## config.mk

```make
export PLATFORM = sky130hd
export DESIGN_NAME = timestamp_to_calendar
export DESIGN_NICKNAME = d
export VERILOG_FILES = /design/src/hdl/ttc_pkg.sv /design/src/hdl/ttc_ctrl.sv /design/src/hdl/ttc_dpath.sv /design/src/hdl/timestamp_to_calendar.sv
export SDC_FILE = /design/constraint.sdc
export NUM_CORES = 2
export LEC_CHECK = 0
export BUFFER_PORTS_ARGS = -buffer_cell sky130_fd_sc_hd__buf_4
export CORE_ASPECT_RATIO = 1.5
export CORE_MARGIN = 2
export CORE_UTILIZATION = 25
export DETAILED_ROUTE_END_ITERATION = 8
export GPL_TIMING_DRIVEN = 0
export PLACE_DENSITY = 0.35
export SYNTH_ARGS = -nofsm -noshare
export SYNTH_HDL_FRONTEND = slang
export SYNTH_SLANG_ARGS = --single-unit
```

## constraint.sdc

```tcl
create_clock -name clock -period 13.4 [get_ports clock]
set_input_delay 3.35 -clock clock [delete_from_list [all_inputs] [get_ports clock]]
set_output_delay 3.35 -clock clock [all_outputs]
set_load 0.1 [all_outputs]
```

## src/hdl/ttc_pkg.sv

```systemverilog
// Shared constants, command codes and the month table for the timestamp-to-calendar block.
// No dependencies; every other file of the block imports this package.
package ttc_pkg;

   // Input formats selected by the func field.
   localparam logic [1:0] FMT_STRUCT  = 2'd0;
   localparam logic [1:0] FMT_IEC     = 2'd1;
   localparam logic [1:0] FMT_MICRO   = 2'd2;
   localparam logic [1:0] FMT_SECONDS = 2'd3;

   // Calendar constants.
   localparam logic [31:0] EPOCH_SHIFT     = 32'd315532800;
   localparam int unsigned HOURS_PER_QUAD  = 1461 * 24;
   localparam int unsigned HOURS_LEAP_YEAR = 366 * 24;
   localparam int unsigned HOURS_PLAIN     = 365 * 24;
   localparam logic [11:0] BASE_YEAR       = 12'd1980;
   localparam logic [9:0]  MS_PER_SEC      = 10'd1000;

   // Reciprocal multipliers: q = (x * RECIP) >> SHIFT is exact for the ranges used here.
   localparam int unsigned SHIFT_60    = 37;
   localparam logic [63:0] RECIP_60    = ((64'd1 << SHIFT_60) + 64'd59) / 64'd60;
   localparam int unsigned SHIFT_US    = 38;
   localparam logic [63:0] RECIP_US    = ((64'd1 << SHIFT_US) + 64'd999) / 64'd1000;
   localparam int unsigned SHIFT_MS    = 26;
   localparam logic [63:0] RECIP_MS    = ((64'd1 << SHIFT_MS) + 64'd999) / 64'd1000;
   localparam int unsigned SHIFT_QUAD  = 40;
   localparam logic [63:0] RECIP_QUAD  =
      ((64'd1 << SHIFT_QUAD) + 64'(HOURS_PER_QUAD) - 64'd1) / 64'(HOURS_PER_QUAD);
   localparam int unsigned SHIFT_DAY   = 20;
   localparam logic [63:0] RECIP_DAY   = ((64'd1 << SHIFT_DAY) + 64'd23) / 64'd24;

   // Commands from the controller to the datapath.
   typedef enum logic [3:0] {
      CMD_IDLE,
      CMD_LOAD,
      CMD_MUL_SEC,
      CMD_DIV_SEC,
      CMD_MUL_MIN,
      CMD_DIV_MIN,
      CMD_MUL_QUAD,
      CMD_DIV_QUAD,
      CMD_YEAR,
      CMD_MUL_DAY,
      CMD_DIV_DAY,
      CMD_RESULT
   } ttc_cmd_type;

   // Days of a common year that come before the given month (0 is January).
   function automatic logic [8:0] cum_days(input logic [3:0] month_idx);
      logic [8:0] days;
      unique case (month_idx)
         4'd0:    days = 9'd0;
         4'd1:    days = 9'd31;
         4'd2:    days = 9'd59;
         4'd3:    days = 9'd90;
         4'd4:    days = 9'd120;
         4'd5:    days = 9'd151;
         4'd6:    days = 9'd181;
         4'd7:    days = 9'd212;
         4'd8:    days = 9'd243;
         4'd9:    days = 9'd273;
         4'd10:   days = 9'd304;
         4'd11:   days = 9'd334;
         default: days = 9'd0;
      endcase
      return days;
   endfunction

endpackage

```

## src/hdl/ttc_ctrl.sv

```systemverilog
// Sequencing controller for the timestamp-to-calendar block.
// Depends on ttc_pkg for the datapath command codes.
module ttc_ctrl
   import ttc_pkg::*;
(
   input  logic        clock,
   input  logic        reset,
   input  logic        req_valid,
   output logic        req_stall,
   output logic        rsp_valid,
   input  logic        rsp_stall,
   output ttc_cmd_type cmd
);

   typedef enum logic [3:0] {
      ST_IDLE,
      ST_MUL_SEC,
      ST_DIV_SEC,
      ST_MUL_MIN,
      ST_DIV_MIN,
      ST_MUL_QUAD,
      ST_DIV_QUAD,
      ST_YEAR,
      ST_MUL_DAY,
      ST_DIV_DAY,
      ST_RESULT
   } state_type;

   state_type state_ff;
   logic      rsp_valid_ff;
   logic      slot_free;

   // The result register can be written when it is empty or is being taken this cycle.
   assign slot_free = !rsp_valid_ff || !rsp_stall;
   assign req_stall = (state_ff != ST_IDLE);
   assign rsp_valid = rsp_valid_ff;

   // Command decode for the datapath.
   always_comb begin
      unique case (state_ff)
         ST_IDLE:     cmd = req_valid ? CMD_LOAD : CMD_IDLE;
         ST_MUL_SEC:  cmd = CMD_MUL_SEC;
         ST_DIV_SEC:  cmd = CMD_DIV_SEC;
         ST_MUL_MIN:  cmd = CMD_MUL_MIN;
         ST_DIV_MIN:  cmd = CMD_DIV_MIN;
         ST_MUL_QUAD: cmd = CMD_MUL_QUAD;
         ST_DIV_QUAD: cmd = CMD_DIV_QUAD;
         ST_YEAR:     cmd = CMD_YEAR;
         ST_MUL_DAY:  cmd = CMD_MUL_DAY;
         ST_DIV_DAY:  cmd = CMD_DIV_DAY;
         ST_RESULT:   cmd = slot_free ? CMD_RESULT : CMD_IDLE;
         default:     cmd = CMD_IDLE;
      endcase
   end

   // State register and the result valid flag.
   always_ff @(posedge clock) begin
      if (reset) begin
         state_ff     <= ST_IDLE;
         rsp_valid_ff <= 1'b0;
      end else begin
         // A new result fills the register; otherwise a taken result empties it.
         if (state_ff == ST_RESULT && slot_free) begin
            rsp_valid_ff <= 1'b1;
         end else if (rsp_valid_ff && !rsp_stall) begin
            rsp_valid_ff <= 1'b0;
         end
         unique case (state_ff)
            ST_IDLE: begin
               if (req_valid) begin
                  state_ff <= ST_MUL_SEC;
               end
            end
            ST_MUL_SEC:  state_ff <= ST_DIV_SEC;
            ST_DIV_SEC:  state_ff <= ST_MUL_MIN;
            ST_MUL_MIN:  state_ff <= ST_DIV_MIN;
            ST_DIV_MIN:  state_ff <= ST_MUL_QUAD;
            ST_MUL_QUAD: state_ff <= ST_DIV_QUAD;
            ST_DIV_QUAD: state_ff <= ST_YEAR;
            ST_YEAR:     state_ff <= ST_MUL_DAY;
            ST_MUL_DAY:  state_ff <= ST_DIV_DAY;
            ST_DIV_DAY:  state_ff <= ST_RESULT;
            ST_RESULT: begin
               if (slot_free) begin
                  state_ff <= ST_IDLE;
               end
            end
            default: state_ff <= ST_IDLE;
         endcase
      end
   end

endmodule

```

## src/hdl/ttc_dpath.sv

```systemverilog
// Arithmetic datapath: format decode, constant divisions by reciprocal multiply, calendar split.
// Depends on ttc_pkg for constants, command codes and the month table.
module ttc_dpath
   import ttc_pkg::*;
(
   input  logic        clock,
   input  ttc_cmd_type cmd,
   input  logic [1:0]  req_func,
   input  logic [63:0] req_stamp,
   output logic [11:0] rsp_year,
   output logic [3:0]  rsp_month,
   output logic [4:0]  rsp_day,
   output logic [4:0]  rsp_hour,
   output logic [5:0]  rsp_minute,
   output logic [5:0]  rsp_second,
   output logic [9:0]  rsp_millis
);

   // Working registers.
   logic [1:0]  func_ff;
   logic [31:0] secs_ff;
   logic [15:0] ms_low_ff;
   logic [63:0] mprod_ff;
   logic [63:0] prod_ff;
   logic [15:0] ms16_ff;
   logic [32:0] msprod_ff;
   logic [26:0] mins_ff;
   logic [5:0]  second_ff;
   logic [9:0]  millis_ff;
   logic [20:0] hours_ff;
   logic [5:0]  minute_ff;
   logic [5:0]  quad_ff;
   logic [15:0] hq_ff;
   logic [11:0] year_ff;
   logic [13:0] thy_ff;
   logic [4:0]  hour_ff;
   logic [8:0]  doy_ff;

   // Result registers.
   logic [11:0] rsp_year_ff;
   logic [3:0]  rsp_month_ff;
   logic [4:0]  rsp_day_ff;
   logic [4:0]  rsp_hour_ff;
   logic [5:0]  rsp_minute_ff;
   logic [5:0]  rsp_second_ff;
   logic [9:0]  rsp_millis_ff;

   // Combinational values.
   logic [31:0] secs_in;
   logic [63:0] mprod_in;
   logic [31:0] stamp_lo;
   logic [31:0] stamp_hi;
   logic [15:0] ms16_in;
   logic [26:0] min_q;
   logic [31:0] sec_rem;
   logic [6:0]  ms_q;
   logic [15:0] ms_rem;
   logic [20:0] hour_q;
   logic [26:0] min_rem;
   logic [5:0]  quad_q;
   logic [20:0] quad_rem;
   logic [15:0] year_hours;
   logic [1:0]  year_add;
   logic [13:0] thy_in;
   logic [11:0] year_in;
   logic [8:0]  day_q;
   logic [13:0] day_rem;
   logic        leap;
   logic        feb29;
   logic [8:0]  doy_adj;
   logic [3:0]  month_idx;
   logic [8:0]  day_calc;

   assign stamp_lo = req_stamp[31:0];
   assign stamp_hi = req_stamp[63:32];

   // Seconds since 1980 and the millisecond product for the selected format.
   always_comb begin
      unique case (req_func)
         FMT_STRUCT: begin
            secs_in  = req_stamp[47:16];
            mprod_in = 64'd0;
         end
         FMT_IEC: begin
            secs_in  = stamp_hi - EPOCH_SHIFT;
            mprod_in = 64'(stamp_lo) * 64'(MS_PER_SEC);
         end
         FMT_MICRO: begin
            secs_in  = stamp_hi - EPOCH_SHIFT;
            mprod_in = 64'(stamp_lo) * RECIP_US;
         end
         default: begin
            secs_in  = stamp_lo - EPOCH_SHIFT;
            mprod_in = 64'd0;
         end
      endcase
   end

   // Sixteen-bit millisecond value.
   always_comb begin
      case (func_ff)
         FMT_STRUCT: ms16_in = ms_low_ff;
         FMT_IEC:    ms16_in = mprod_ff[32 +: 16];
         FMT_MICRO:  ms16_in = mprod_ff[SHIFT_US +: 16];
         default:    ms16_in = 16'd0;
      endcase
   end

   // Quotients and remainders of the constant divisions.
   assign min_q    = prod_ff[SHIFT_60 +: 27];
   assign sec_rem  = secs_ff - (32'(min_q) * 32'd60);
   assign ms_q     = msprod_ff[SHIFT_MS +: 7];
   assign ms_rem   = ms16_ff - (16'(ms_q) * 16'(MS_PER_SEC));
   assign hour_q   = prod_ff[SHIFT_60 +: 21];
   assign min_rem  = mins_ff - (27'(hour_q) * 27'd60);
   assign quad_q   = prod_ff[SHIFT_QUAD +: 6];
   assign quad_rem = hours_ff - (21'(quad_q) * 21'(HOURS_PER_QUAD));
   assign day_q    = prod_ff[SHIFT_DAY +: 9];
   assign day_rem  = thy_ff - (14'(day_q) * 14'd24);

   // Split the hours of a four-year cycle into year offset and hour of year.
   always_comb begin
      year_hours = hq_ff - 16'(HOURS_LEAP_YEAR);
      if (hq_ff < 16'(HOURS_LEAP_YEAR)) begin
         year_add = 2'd0;
         thy_in   = hq_ff[13:0];
      end else if (year_hours >= 16'(2 * HOURS_PLAIN)) begin
         year_add = 2'd3;
         thy_in   = 14'(year_hours - 16'(2 * HOURS_PLAIN));
      end else if (year_hours >= 16'(HOURS_PLAIN)) begin
         year_add = 2'd2;
         thy_in   = 14'(year_hours - 16'(HOURS_PLAIN));
      end else begin
         year_add = 2'd1;
         thy_in   = year_hours[13:0];
      end
      year_in = BASE_YEAR + {4'd0, quad_ff, 2'b00} + 12'(year_add);
   end

   // Month and day from day of year; February 29 is taken out first in a leap year.
   always_comb begin
      leap      = (year_ff[1:0] == 2'b00);
      feb29     = leap && (doy_ff == 9'd60);
      doy_adj   = doy_ff - 9'(leap && (doy_ff > 9'd60));
      month_idx = 4'd0;
      for (int k = 1; k < 12; k++) begin
         if (doy_adj > cum_days(4'(k))) begin
            month_idx = 4'(k);
         end
      end
      day_calc  = doy_adj - cum_days(month_idx);
   end

   // One step of work per command.
   always_ff @(posedge clock) begin
      case (cmd)
         CMD_LOAD: begin
            func_ff   <= req_func;
            secs_ff   <= secs_in;
            ms_low_ff <= req_stamp[15:0];
            mprod_ff  <= mprod_in;
         end
         CMD_MUL_SEC: begin
            prod_ff <= 64'(secs_ff) * RECIP_60;
            ms16_ff <= ms16_in;
         end
         CMD_DIV_SEC: begin
            mins_ff   <= min_q;
            second_ff <= sec_rem[5:0];
            msprod_ff <= 33'(ms16_ff) * 33'(RECIP_MS);
         end
         CMD_MUL_MIN: begin
            prod_ff   <= 64'(mins_ff) * RECIP_60;
            millis_ff <= ms_rem[9:0];
         end
         CMD_DIV_MIN: begin
            hours_ff  <= hour_q;
            minute_ff <= min_rem[5:0];
         end
         CMD_MUL_QUAD: begin
            prod_ff <= 64'(hours_ff) * RECIP_QUAD;
         end
         CMD_DIV_QUAD: begin
            quad_ff <= quad_q;
            hq_ff   <= quad_rem[15:0];
         end
         CMD_YEAR: begin
            year_ff <= year_in;
            thy_ff  <= thy_in;
         end
         CMD_MUL_DAY: begin
            prod_ff <= 64'(thy_ff) * RECIP_DAY;
         end
         CMD_DIV_DAY: begin
            hour_ff <= day_rem[4:0];
            doy_ff  <= day_q + 9'd1;
         end
         CMD_RESULT: begin
            rsp_year_ff   <= year_ff;
            rsp_month_ff  <= feb29 ? 4'd2 : month_idx + 4'd1;
            rsp_day_ff    <= feb29 ? 5'd29 : day_calc[4:0];
            rsp_hour_ff   <= hour_ff;
            rsp_minute_ff <= minute_ff;
            rsp_second_ff <= second_ff;
            rsp_millis_ff <= millis_ff;
         end
         default: begin
         end
      endcase
   end

   assign rsp_year   = rsp_year_ff;
   assign rsp_month  = rsp_month_ff;
   assign rsp_day    = rsp_day_ff;
   assign rsp_hour   = rsp_hour_ff;
   assign rsp_minute = rsp_minute_ff;
   assign rsp_second = rsp_second_ff;
   assign rsp_millis = rsp_millis_ff;

endmodule

```

## src/hdl/timestamp_to_calendar.sv

```systemverilog
// Top level of the timestamp-to-calendar converter: controller plus datapath.
// Depends on ttc_pkg, ttc_ctrl and ttc_dpath.
//
// Usage:
//   The request channel (req_valid, req_stall, req_func, req_stamp) carries one
//   64-bit timestamp and its format code per transaction. The response channel
//   (rsp_valid, rsp_stall, rsp_year .. rsp_millis) returns one calendar result
//   per request, in order.
//   Each request runs through eleven sequential steps of one shared datapath:
//   format decode, then pairs of reciprocal multiply and remainder steps for
//   minutes, hours, four-year cycles and days, a year split and a month lookup.
//   The result becomes valid as the controller leaves its last step for idle,
//   where it takes the next request; a new request is not taken before the
//   last one is through. req_stall is high while a request is being worked on.
//   The finished result sits in an output register, so the next request is
//   taken while it waits; if rsp_stall holds that register full when the next
//   result is ready, the controller waits in its last step until it drains.
//   A synchronous, active-high reset empties the controller and drops rsp_valid;
//   there is no other state to clear.
module timestamp_to_calendar
   import ttc_pkg::*;
(
   input  logic        clock,
   input  logic        reset,
   input  logic        req_valid,
   output logic        req_stall,
   input  logic [1:0]  req_func,
   input  logic [63:0] req_stamp,
   output logic        rsp_valid,
   input  logic        rsp_stall,
   output logic [11:0] rsp_year,
   output logic [3:0]  rsp_month,
   output logic [4:0]  rsp_day,
   output logic [4:0]  rsp_hour,
   output logic [5:0]  rsp_minute,
   output logic [5:0]  rsp_second,
   output logic [9:0]  rsp_millis
);

   ttc_cmd_type cmd;

   // Step sequencer and handshakes.
   ttc_ctrl u_ctrl (
      .clock     (clock),
      .reset     (reset),
      .req_valid (req_valid),
      .req_stall (req_stall),
      .rsp_valid (rsp_valid),
      .rsp_stall (rsp_stall),
      .cmd       (cmd)
   );

   // Arithmetic and result registers.
   ttc_dpath u_dpath (
      .clock      (clock),
      .cmd        (cmd),
      .req_func   (req_func),
      .req_stamp  (req_stamp),
      .rsp_year   (rsp_year),
      .rsp_month  (rsp_month),
      .rsp_day    (rsp_day),
      .rsp_hour   (rsp_hour),
      .rsp_minute (rsp_minute),
      .rsp_second (rsp_second),
      .rsp_millis (rsp_millis)
   );

endmodule

```

==> metrics.txt <==
post-synthesis sequential area ratio 0.1467; worst path cell trace buf_4, ha_1, ha_1, inv_1, fa_1, inv_1, fa_1, inv_1, fa_1, fa_1, inv_1, fa_1, fa_1, ha_1, nand4_1, a2111oi_0, a2111oi_0, nor3b_2, o21bai_1, a21oi_1, o21ai_0, xnor2_1, o32ai_1; Ys Warns 0; share of post-route cells with drive strength above 1 0.03948; drt wl/cell around 22 um; clock sinks between 300 and 400; post-synth top area share 0.3177; setup bufs post-CTS 0; TritonCTS buffer count 38; Starting DRT DRC Count 1457; WP data arrival between 10000 and 15000 ps; GRT Overall Usage 0.1614; # setup viols final 0; Cell Count, Final, Fillers Out about 9600; Synth Net Count about 8600; Synth Area in XOR/XNOR 0.03049; Cell Area, Synth approximately 64000 um^2; htree depth 2; Clock transition at path regs around 80 ps; Synth Area in Adders 0.5878; Post-synth ARST share 0; crit path capture u_dpath.mprod_ff[39]; Yosys reg bits approximately 320; first-pass GRT wire length around 310000 um; Syn Area/Cell between 10 and 15 um^2; CP endpoint kind register; Area Growth Syn to Fin 10.33%; detailed-placement wirelength estimate about 180000 um; complex-gate fraction of the synthesized area 0.08043; Seq. cell area around 9400 um^2; area of placed instances around 70000 um^2; # rows 228; clock skew between 50 and 60 ps; Yosys top cell by area fa_1; Worst Setup SP req_stamp[8]; Die Ht between 600 and 700 um; peak fanout along the critical path 17; Skew-Pair Late Insertion Delay about 650 ps; slowest CP cell a2111oi_0; nets about 8800; hold crit path type reg2reg; DRT Pass-1 Iters 6; highest clock rate around 89 MHz; Reg2Reg Depth 20; Slew Viols, Final 0; family with the most delay on the worst path adder cells; Top cell by count, worst path fa_1; largest family of logic cells by synthesized area adder cells; top post-synthesis cells by area fa_1 (32%), ha_1 (27%), edfxtp_1 (15%); initial core utilization 0.2509; final critical-path required period 11300 ps; Hold-fix buffers, CTS 0; via count roughly 43000; Max Cap Violations 0; final WL roughly 210000 um; area taken by multi-input logic gates between 40000 and 50000 um^2; kind of critical path in2reg; vias in the first global route roughly 50000; Synth Area in Simple Gates 0.05165; placed cells ~9600; final instance area slightly above 70000 um^2; initial antenna violation count 5; core area roughly 260000 um^2; Worst-Margin Slew around 1300 ps; Worst R2R Start u_dpath.hours_ff[10]; cts repair resizes 0; unrepaired setup endpoints after global routing false; multiplexer fraction of the synthesized cell area 0.006651; Slew Limit Headroom 0.1127; reg-to-reg setup timing slack between 3000 and 4000 ps; Fill cells 27120; Post-route DRC 0; worst r2r dst u_dpath.prod_ff[44]; root buf cell clkbuf_16; Cell variety after synth 89; Mapped Cells ~6100; CTS tree yes; vias per std cell ~4.4; Levels on crit path 23; full die area between 200000 and 300000 um^2; Final Hold Viols 0; clock tree buffer depth 3; crit path launch type primary input; Top Ports between 100 and 150; Main synth FF type edfxtp_1; WP buf/inv 5; Largest stage delay, worst path 950 ps; utilization after layout 0.2768; Die Wd around 420 um; critical path data required time 13720 ps; Port Buffers about 120; ANT nets after route 0; GP Congestion slightly above 0.9; Post-synth EDFFs 311; largest net degree at the start of global routing 51; gr ovfl total 0; status complete, no violations; TNS Setup 0 ps; fin crit share 0.8431
-- placed cells by master (no fill, tap or decap), types with 9 or more instances in the layout --
cell type and instances:
inv_1 1597, ha_1 1389, fa_1 1021, edfxtp_1 311, a21oi_1 218, nand2_1 186, o21ai_0 165, xnor2_1 153
nor2_1 143, buf_4 123, a21o_1 104, xor2_1 71, nand3_1 61, nor3_1 61, clkbuf_1 39, clkbuf_16 38
o21a_1 36, mux2i_1 36, nand4_1 31, a211oi_1 31, nor2b_1 30, o22ai_1 28, nand2b_1 23, o21bai_1 23
and3_1 22, or3_1 19, a22oi_1 18, and2_1 17, a31oi_1 17, o211ai_1 15, and4_1 13, a221oi_1 13
nor4_1 13, o221ai_1 13, a2111oi_0 12, or2_2 12, a21boi_0 11, o31ai_1 10, buf_6 9
-- flip-flops by register name, summed over array words and instances (netlist names), 5 cells and up --
signal	cells
u_dpath.ms_low_ff	16
u_dpath.millis_ff	10
u_dpath.mprod_ff	22
u_dpath.rsp_millis	10
u_dpath.msprod_ff	7
u_dpath.mins_ff	27
u_dpath.minute_ff	6
u_dpath.rsp_second	6
u_dpath.year_ff	12
u_dpath.rsp_minute	6
u_dpath.ms16_ff	16
u_dpath.rsp_hour	5
u_dpath.prod_ff	36
u_dpath.rsp_year	12
u_dpath.rsp_day	5
u_dpath.second_ff	6
u_dpath.doy_ff	9
u_dpath.secs_ff	32
u_dpath.quad_ff	6
u_dpath.hour_ff	5
u_dpath.thy_ff	14
u_dpath.hours_ff	21
u_dpath.hq_ff	16
-- cell families (layout without fill, tap and decap cells) --
family / count (synthesis) / in the layout
flip-flops: 316 / 316
adder cells (fa/ha/maj): 2410 / 2410
multiplexers: 42 / 42
other: 0 / 2
AO/OA/AOI/OAI: 799 / 799
buffers and inverters: 1642 / 1842
AND/OR/NAND/NOR: 674 / 674
XOR/XNOR: 224 / 224
-- worst register-to-register path, stage by stage (launching register included) --
cell      delay, ps
edfxtp_1        720
fa_1            970
inv_1           210
fa_1            580
fa_1            460
fa_1            540
inv_1            70
fa_1            530
fa_1            580
fa_1            440
ha_1            350
nand4_1         200
or3_1           410
a311oi_1        610
o31ai_2         250
buf_4           220
o21ai_1         370
a21oi_1         380
a21oi_1         710
o22ai_1         150
or3_1           370
-- cells in the mapped netlist (all sizes together), types with 13 or more instances --
master and instances:
a2111oi 13, a211oi 32, a21o 104, a21oi 219, a221oi 14, a22oi 18
a31oi 17, and2 18, and3 23, and4 13, clkbuf 35, edfxtp 311
fa 1021, ha 1389, inv 1597, mux2i 36, nand2 186, nand2b 24
nand3 61, nand4 31, nor2 147, nor2b 30, nor3 65, nor4 13
o211ai 15, o21a 37, o21ai 174, o21bai 23, o221ai 13, o22ai 28
o31ai 14, or2 13, or3 19, xnor2 153, xor2 71
-- cell type report --
type                    instances  area share
multi-input cells            4149      0.6870
flip-flops and latches        316      0.1330
inverters                    1597     0.08444
well taps                    3335     0.05878
repair buffers                134     0.01577
clock buffers                  45     0.01377
clock inverters                21    0.004389
plain buffers                  45    0.002855
diodes                          2  0.00007050
-- worst min path at each step --
| stage | end | depth (start not counted) | startpoint |
|---|---|---|---|
| finish | u_dpath.rsp_year[8] | 0 | u_dpath.year_ff[8] |
| global route | u_dpath.rsp_minute[1] | 0 | u_dpath.minute_ff[1] |
| CTS | u_dpath.rsp_minute[1] | 0 | u_dpath.minute_ff[1] |
| detailed placement | u_dpath.mins_ff[23] | 0 | u_dpath.prod_ff[60] |
| global placement | u_dpath.rsp_year[9] | 0 | u_dpath.year_ff[9] |
| floorplan | u_dpath.mins_ff[21] | 0 | u_dpath.prod_ff[58] |
-- layer usage --
layer | track usage | part of all wire
met4 | 0.05667 | 0.040
met2 | 0.3335 | 0.58
met3 | 0.009479 | 0.016
met5 | 0 | 0
met1 | 0.1670 | 0.36
-- metrics by stage --
step | worst slack [ps] | hold WS, ps
floorplan | 3722 | 400.3
global placement | 893.3 | 402.8
detailed placement | 1390 | 404.5
CTS | 2012 | 388.5
global route | 1799 | 396.3
finish | 2102 | 396.5
Power is left out: the tool's default activity adds up to more than one toggle a clock period on the data nets, which glitch-free logic cannot reach.
